File: src/rtl/core/ogds_pkg.sv
// types, constants and helper functions for the 2x2 occupancy grid downsampler
// no dependencies; imported by the top level only
package ogds_pkg;

  localparam int CELL_W = 8;
  localparam int CFG_W  = 12;

  typedef logic [1:0] cls_t;
  typedef logic signed [CELL_W-1:0] cell_t;

  // cell classes, ordered so that a plain max gives the merge priority
  localparam cls_t CLS_NONE = 2'd0;
  localparam cls_t CLS_UNK  = 2'd1;
  localparam cls_t CLS_FREE = 2'd2;
  localparam cls_t CLS_OCC  = 2'd3;

  localparam cell_t VAL_UNK  = -8'sd1;
  localparam cell_t VAL_FREE = 8'sd0;
  localparam cell_t VAL_OCC  = 8'sd100;

  function automatic cls_t ogds_classify(input cell_t v);
    cls_t r;
    if (v == VAL_OCC) r = CLS_OCC;
    else if (v == VAL_FREE) r = CLS_FREE;
    else if (v == VAL_UNK) r = CLS_UNK;
    else r = CLS_NONE;
    return r;
  endfunction

  function automatic cls_t ogds_merge(input cls_t a, input cls_t b);
    return (a > b) ? a : b;
  endfunction

  function automatic cell_t ogds_value(input cls_t c);
    cell_t r;
    unique case (c)
      CLS_OCC:  r = VAL_OCC;
      CLS_FREE: r = VAL_FREE;
      default:  r = VAL_UNK;
    endcase
    return r;
  endfunction

endpackage

File: src/rtl/core/ogds_ram.sv
// generic simple dual-port ram, one write and one registered read port
// no dependencies
module ogds_ram #(
  parameter int WIDTH  = 2,
  parameter int DEPTH  = 1024,
  parameter int ADDR_W = (DEPTH > 1) ? $clog2(DEPTH) : 1
) (
  input  logic              clk,
  input  logic              we,
  input  logic [ADDR_W-1:0] waddr,
  input  logic [WIDTH-1:0]  wdata,
  input  logic              re,
  input  logic [ADDR_W-1:0] raddr,
  output logic [WIDTH-1:0]  rdata
);

  logic [WIDTH-1:0] mem [DEPTH];

  always_ff @(posedge clk) begin
    if (we) begin
      mem[waddr] <= wdata;
    end
    if (re) begin
      rdata <= mem[raddr];
    end
  end

endmodule

File: src/rtl/core/occupancy_grid_2x2_priority_downsample_top.sv
// 2x2 priority downsampler for occupancy grids, top level
// depends on ogds_pkg and ogds_ram
//
// usage:
//   s_axis carries fine cells in raster order, one request per cell; tdata is
//   the signed cell value, tuser marks the first cell of a new map.
//   m_axis carries one coarse cell per 2x2 block; tdata is the coarse value
//   (-1, 0 or 100), tlast marks the last coarse cell of a coarse row.
//   cfg_wr_en / cfg_wr_data set the fine row width, clamped to 2..MAX_WIDTH;
//   write it only while the stream is idle.
// timing: one cell per cycle sustained unless m_axis stalls; a coarse cell is
//   presented in the cycle after the request carrying the lower right cell of
//   its block. merged upper row classes sit in a ram read when the lower left
//   cell arrives, so the right cell merges straight into the output register.
// reset: counters clear, output goes invalid, width returns to 2; the row
//   ram is not cleared and needs no clearing pass.
// stall: while a coarse cell waits on m_axis_tready, s_axis_tready drops; a
//   cell that produces no output still needs the output register free.
module occupancy_grid_2x2_priority_downsample_top
  import ogds_pkg::*;
#(
  parameter int MAX_WIDTH = 2048
) (
  input  logic             clk,
  input  logic             rst,
  input  logic             cfg_wr_en,
  input  logic [CFG_W-1:0] cfg_wr_data,   // map_width
  input  logic             s_axis_tvalid,
  output logic             s_axis_tready,
  input  logic [7:0]       s_axis_tdata,  // [7:0] cell_value
  input  logic [0:0]       s_axis_tuser,  // [0] start_of_map
  output logic             m_axis_tvalid,
  input  logic             m_axis_tready,
  output logic [7:0]       m_axis_tdata,  // [7:0] sub_value
  output logic             m_axis_tlast   // end_of_row
);

  localparam int DEPTH  = MAX_WIDTH / 2;
  localparam int ADDR_W = (DEPTH > 1) ? $clog2(DEPTH) : 1;
  localparam int COL_W  = $clog2(MAX_WIDTH);
  localparam int WW     = ($clog2(MAX_WIDTH + 1) + 1 > CFG_W + 1) ?
                          $clog2(MAX_WIDTH + 1) + 1 : CFG_W + 1;

  logic [CFG_W-1:0] width_cfg;
  logic [COL_W-1:0] column_count, column_count_next;
  logic             odd_row, odd_row_next;
  cls_t             pair_class, pair_class_next;

  logic [WW-1:0]    w_eff, cfg_ext, c_ext, c_inc;
  logic [COL_W-1:0] c_cur;
  logic             odd_cur, is_even, row_end, accept;
  cls_t             pc_cur, cls, pair_merge, full_merge, upper_cls;
  logic             wr_en, rd_en, emit, eor;
  logic [ADDR_W-1:0] idx;

  assign accept        = s_axis_tvalid && s_axis_tready;
  assign s_axis_tready = !m_axis_tvalid || m_axis_tready;

  always_comb begin
    cfg_ext = WW'(width_cfg);
    if (cfg_ext < WW'(2)) w_eff = WW'(2);
    else if (cfg_ext > WW'(MAX_WIDTH)) w_eff = WW'(MAX_WIDTH);
    else w_eff = cfg_ext;

    cls     = ogds_classify(cell_t'(s_axis_tdata));
    c_cur   = s_axis_tuser[0] ? '0 : column_count;
    odd_cur = s_axis_tuser[0] ? 1'b0 : odd_row;
    pc_cur  = s_axis_tuser[0] ? CLS_NONE : pair_class;

    c_ext   = WW'(c_cur);
    c_inc   = c_ext + WW'(1);
    is_even = !c_cur[0];
    row_end = (c_inc >= w_eff);
    idx     = ADDR_W'(c_cur >> 1);

    pair_merge = ogds_merge(pc_cur, cls);
    full_merge = ogds_merge(pair_merge, upper_cls);
    eor        = ((c_ext >> 1) == ((w_eff >> 1) - WW'(1)));

    wr_en = accept && !is_even && (c_ext < w_eff) && !odd_cur;
    rd_en = accept && is_even && (c_inc < w_eff) && odd_cur;
    emit  = accept && !is_even && (c_ext < w_eff) && odd_cur;

    pair_class_next   = (is_even && (c_inc < w_eff)) ? cls : pc_cur;
    column_count_next = row_end ? '0 : COL_W'(c_inc);
    odd_row_next      = row_end ? !odd_cur : odd_cur;
  end

  ogds_ram #(
    .WIDTH  (2),
    .DEPTH  (DEPTH),
    .ADDR_W (ADDR_W)
  ) u_upper_ram (
    .clk   (clk),
    .we    (wr_en),
    .waddr (idx),
    .wdata (pair_merge),
    .re    (rd_en),
    .raddr (idx),
    .rdata (upper_cls)
  );

  always_ff @(posedge clk) begin
    if (rst) begin
      width_cfg     <= CFG_W'(2);
      column_count  <= '0;
      odd_row       <= 1'b0;
      pair_class    <= CLS_NONE;
      m_axis_tvalid <= 1'b0;
    end else begin
      if (cfg_wr_en) begin
        width_cfg <= cfg_wr_data;
      end
      if (accept) begin
        column_count <= column_count_next;
        odd_row      <= odd_row_next;
        pair_class   <= pair_class_next;
      end
      if (s_axis_tready) begin
        m_axis_tvalid <= emit;
      end
    end
  end

  always_ff @(posedge clk) begin
    if (emit) begin
      m_axis_tdata <= ogds_value(full_merge);
      m_axis_tlast <= eor;
    end
  end

endmodule

File: config.mk
export PLATFORM = sky130hd
export DESIGN_NAME = occupancy_grid_2x2_priority_downsample_top
export DESIGN_NICKNAME = d
export VERILOG_FILES = /design/src/rtl/core/ogds_pkg.sv /design/src/rtl/core/ogds_ram.sv /design/src/rtl/core/occupancy_grid_2x2_priority_downsample_top.sv
export SDC_FILE = /design/constraint.sdc
export NUM_CORES = 2
export LEC_CHECK = 0
export BUFFER_PORTS_ARGS = -buffer_cell sky130_fd_sc_hd__buf_2
export CAP_MARGIN = 20
export CELL_PAD_IN_SITES_DETAIL_PLACEMENT = 1
export CELL_PAD_IN_SITES_GLOBAL_PLACEMENT = 1
export CORE_UTILIZATION = 53
export DETAILED_ROUTE_END_ITERATION = 16
export PLACE_DENSITY = 0.77
export SETUP_SLACK_MARGIN = 0.05
export SYNTH_ARGS = -nofsm -noshare
export SYNTH_HDL_FRONTEND = slang
export SYNTH_SLANG_ARGS = --single-unit
export TNS_END_PERCENT = 20
File: constraint.sdc
create_clock -name clk -period 49 [get_ports clk]
set_input_delay 9.8 -clock clk [delete_from_list [all_inputs] [get_ports clk]]
set_output_delay 9.8 -clock clk [all_outputs]
set_load 0.05 [all_outputs]
# After elaboration in Yosys (flattened, before gate mapping)
# Memory sizes are Yosys's and may differ from the RTL's. A register that Yosys moved wholly into a read port is not among the register bits.
# Cells that the tools add are included.
# op_classes
add_sub_neg,2
order_cmp,7
eq_ne,5
muxes,16
reduce_logical,14
# op_table
operator,n
2-to-1 mux 11 bit,2
one-hot mux 8 bit (2 select lines),1
== test 10 x 13 -> 1 bit,1
greater-or-equal comparator 12 x 13 -> 1 bit,1
< comparator 11 x 13 -> 1 bit,1
< comparator 12 x 13 -> 1 bit,1
2-to-1 mux 13 bit,1
subtractor 12 x 1 -> 13 bit (second input constant),1
adder 11 x 1 -> 12 bit (second input constant),1
> comparator 12 bit (second input constant),1
< comparator 12 x 2 -> 1 bit (second input constant),1
2-to-1 mux 12 bit,1
2-to-1 mux 2 bit,6
logical AND 1 bit,9
== test 8 x 1 -> 1 bit (second input constant),1
== test 8 bit (second input constant),1
zero test 8 bit,1
2-to-1 mux 1 bit,5
== test 2 bit (second input constant),2
> comparator 2 bit,2
zero test 1 bit,3
logical OR 1 bit,1
# word_totals
reg_bits,36
mem_bits_rw,2048
in_bits,26
out_inout_bits,11
n_memories,1
# memory_table
memory,words,word_bits,rd,rd_clocked_by_memory_dff,wr,line,rtl
u_upper_ram.mem,1024,2,1,1,1,ogds_ram.sv:17,logic [WIDTH-1:0] mem [DEPTH];

# Longest topological paths before layout
# logic_depth
word_depth,10
ltp_mapped,21

# Cells and area by module
# A second synthesis with hierarchy kept.
# unflattened
hier_cells,5143
area_unflattened_um2,86608.1
# by_module_without_submodules
module,n_inst,cells_per_inst,area_each_um2,seq_area_each_um2
ogds_ram,1,4793,83777.8,61559.0
occupancy_grid_2x2_priority_downsample_top,1,350,2830.2,630.6

# Worst setup path before layout
# OpenSTA, ideal clock, no wires.
# synth_path
kind,input-to-reg
startpoint,in s_axis_tuser
endpoint,"mem u_upper_ram.mem[0][0], data pin"
arrival_ns,39.207
t_required_ns,43.299
slack_ns,4.092
cell_stages,14
n_path_buf,6
path_cell_list,buf_4 -> buf_4 -> inv_2 -> buf_2 -> buf_1 -> clkbuf_1 -> buf_1 -> nand2_1 -> ha_1 -> nor2_1 -> nor2_1 -> a21oi_1 -> nor2_1 -> a21oi_1
# synth_via
elab_chain_len,3
# synth_rtl
item,line,rtl
"start, declared",occupancy_grid_2x2_priority_downsample_top.sv:31,"input logic [0:0] s_axis_tuser,"
2-to-1 mux 2 bit (*),occupancy_grid_2x2_priority_downsample_top.sv:68,pc_cur = s_axis_tuser[0] ? CLS_NONE : pair_class;
> comparator 2 bit,ogds_pkg.sv:31,return (a > b) ? a : b;
2-to-1 mux 2 bit (*),ogds_pkg.sv:31,
net pair_merge[0],occupancy_grid_2x2_priority_downsample_top.sv:52,"cls_t pc_cur, cls, pair_merge, full_merge, upper_cls;"
"end, declared",ogds_ram.sv:17,
# Mark *: on every way through the listed nets, which the timed path passes. The rest lies on a longest branch.

# Final worst setup path
# layout_path
startpoint,in m_axis_tready
endpoint,out s_axis_tready
# layout_via
elab_chain_len,1
# layout_rtl
item,line,rtl
"start, declared",occupancy_grid_2x2_priority_downsample_top.sv:33,"input logic m_axis_tready,"
logical OR 1 bit,occupancy_grid_2x2_priority_downsample_top.sv:57,assign s_axis_tready = !m_axis_tvalid || m_axis_tready;
"end, declared",occupancy_grid_2x2_priority_downsample_top.sv:29,"output logic s_axis_tready,"
# Every way passes these cells.

==> metrics <==
status finished clean; # Post-CTS Setup Buffers 0; slew margin rel. 9.08%; Post-synth EDFFs 2053; Crit-path slowest cell buf_2; Routed WL per cell 34.6 microns; Syn Nets 6440; min cycle time layout 20110 ps; htree depth 4; Num Clock Sinks 2080; delay-heaviest family, CP buffers and inverters; post-route ant nets 0; Crit. End Element output pin; CTS buffer count 210; Critical Path Start m_axis_tready; min-delay src width_cfg[1]$_SDFFE_PP1P_; vias in the first global route 62532; fillers 15385; cell row count 148; Global Route Usage Sum 35.2%; Worst path max stage delay 280 ps; DRT Pass-1 Iters 6; Final Setup Violations 0; VDD IR-drop max 0.0377 mV; Critical Path AT 10310 ps; Fmax achieved 49.7 MHz; Initial Utilization 53.6%; area of the multi-input gates 0.0231 sq mm; Top FF cell, synth edfxtp_1; yosys warns 0; number of max-cap violations 0; clock latency on the worst-skew pair 860 ps; mapped cell area 0.0877 sq mm; CP Data Required Time 39200 ps; syn_area_per_cell 13.7 sq um; number of vias per cell 7.01; Post-route DRC 0; Layout Utilization 58.9%; DP HPWL 162000 microns; routability cong. 0.858; nets 6324; Hold Path Class reg -> reg; synthesis-to-layout area growth 9.88%; Setup TNS 0 ps; Least-Margin Pin Slew 1360 ps; clock transition at the registers of the reported paths 60 ps; FF-to-FF Start column_count[1]$_SDFFE_PP0P_; core box area 0.164 sq mm; final hold slack 511 ps; global route overflow 0; most frequent CP cell buf_2; Pleak 29.5 nW; skew final 39.4 ps; CP startpoint kind input port; # port buffers 36; largest net degree at the start of global routing 265; Post-Synthesis Cells 6383; synthesis-stage register bit count 2080; fin crit share 41.0%; final wirelength 298000 microns; register area share after synthesis 70.9%; CP Buf/Inv Count 2; library cells used by synthesis 87; initial antenna violation count 19; Finished Cell Area 0.0963 sq mm; Die W 409 microns; cts repair resizes 0; worst-path fanout max 4; Root Buffer clkbuf_16; Longest Clk Path Bufs 3; Initial DRC Count 8733; hold_buf cts 0; Slew Viols, Final 0; die height 409 microns; share of cells above drive strength 1 10.0%; vias post-DR 60371; first-pass GRT wire length 428000 microns; CTS tree yes; # IOs 37; unrepaired setup endpoints after global routing no; die area 0.167 sq mm; Placed Area 0.0897 sq mm; Register Area 0.0622 sq mm; power per cell area 37.3 mW/mm^2; worst path cell trace buf_2 -> nand2b_1 -> buf_2; Async S/R FF share, synth 0%; Crit Path Category in -> out; Hold Violations, Final 0
-- cell type report --
cell class,instances,area share [%]
diodes,2,0.00520
clock buffers,260,5.76
clock inverters,124,1.06
inverters,34,0.161
multi-input cells,3752,24.0
flip-flops and latches,2080,64.6
well taps,2175,2.83
repair buffers,189,1.62
-- report_power, final --
| group | switching (mW) | internal [mW] | leakage [nW] | total, mW |
|---|---|---|---|---|
| combinational | 0.0702 | 0.0206 | 6.94 | 0.0908 |
| sequential | 0.00196 | 1.93 | 19.4 | 1.93 |
| clock | 0.693 | 0.879 | 3.23 | 1.57 |
-- placed cells by master, fill, tap and decap left out, types with 39 or more instances in the layout --
| cell type | synthesis | final |
|---|---|---|
| clkinv_1 | 2 | 60 |
| edfxtp_1 | 2053 | 2053 |
| a221oi_1 | 229 | 229 |
| clkinv_2 | 0 | 39 |
| buf_4 | 49 | 133 |
| clkbuf_16 | 0 | 215 |
| nor3_1 | 55 | 54 |
| mux2_2 | 94 | 94 |
| clkbuf_1 | 230 | 45 |
| nand3_1 | 46 | 46 |
| a211oi_1 | 67 | 67 |
| a21oi_1 | 200 | 199 |
| nor2_1 | 1197 | 1184 |
| mux2i_1 | 330 | 330 |
| o221ai_1 | 55 | 55 |
| a22oi_1 | 106 | 106 |
| o22ai_1 | 278 | 278 |
| nand2_1 | 399 | 395 |
| o21ai_0 | 160 | 160 |
-- layer usage --
layer | GRT usage, % | up-vias | wire length, microns
met4 | 17.1 | 12 | 15700
met1 | 45.3 | 31112 | 108000
li1 | - | 24471 | -
met3 | 7.91 | 843 | 34500
met5 | 0 | - | 80
met2 | 56.7 | 3933 | 140000
-- registers in the layout, summed over array words and instances, names as in the netlist --
name and cells:
u_upper_ram.mem 2048, odd_row 1, column_count 11, m_axis_tvalid 1
m_axis_tlast 1, m_axis_tdata 2, pair_class 2, width_cfg 12
u_upper_ram.rdata 2
-- stage by stage --
stage,instances,worst slack [ps],total power [mW]
3_5_place_dp,8227,28890,2.06
4_1_cts,8611,28890,3.60
5_1_grt,8614,28840,3.66
3_3_place_gp,8226,28900,2.06
2_1_floorplan,6383,4090,2.04
6_report,8616,28890,3.60
-- worst paths after layout --
kind                                         end  slack (ps)  cells after the start
setup / recovery                   s_axis_tready       28890                      3
hold / removal         width_cfg[1]$_SDFFE_PP1P_         510                      2
setup reg to reg  u_upper_ram.rdata[1]$_DFFE_PP_       42470                     11
hold reg to reg        width_cfg[1]$_SDFFE_PP1P_         510                      2
-- worst register-to-register path: cells and delay by family (launching register included) --
kind | cells | cell delay, ps
flops | 1 | 710
buf+inv | 3 | 1820
simple gates | 3 | 1510
compound gates | 5 | 2170
-- logic make-up (layout without fill, tap and decap cells) --
logic type | Yosys count | after routing | share of synthesized area [%]
AO/OA/AOI/OAI | 1397 | 1397 | 11.3
XOR/XNOR | 19 | 19 | 0.190
adder cells (fa/ha/maj) | 31 | 31 | 0.443
buffers and inverters | 551 | 607 | 2.90
flip-flops | 2080 | 2080 | 70.9
multiplexers | 447 | 447 | 5.53
other | 0 | 2 | 0
AND/OR/NAND/NOR | 1858 | 1858 | 8.67
-- cells in the mapped netlist, drive strengths merged, types with 20 or more instances --
master / number / area share (%)
edfxtp: 2053 / 70
nor2: 1197 / 5.1
nand2: 401 / 1.7
mux2i: 330 / 3.8
buf: 287 / 1.8
o22ai: 278 / 2.0
a221oi: 230 / 2.3
clkbuf: 230 / 0.98
a21oi: 200 / 1.1
o21ai: 164 / 0.94
a22oi: 106 / 0.91
mux2: 97 / 1.2
a211oi: 67 / 0.57
nor3: 55 / 0.31
o221ai: 55 / 0.55
nand3: 46 / 0.26
a221o: 33 / 0.38
o211ai: 33 / 0.28
inv: 32 / 0.14
ha: 31 / 0.44
o22a: 30 / 0.30
a2111oi: 27 / 0.28
dfxtp: 27 / 0.62
a31oi: 25 / 0.18
nand2b: 25 / 0.19
nor4: 23 / 0.16
nor2b: 22 / 0.16
a222oi: 21 / 0.24
mux4: 20 / 0.51
(Power assumes the default switching activity.)
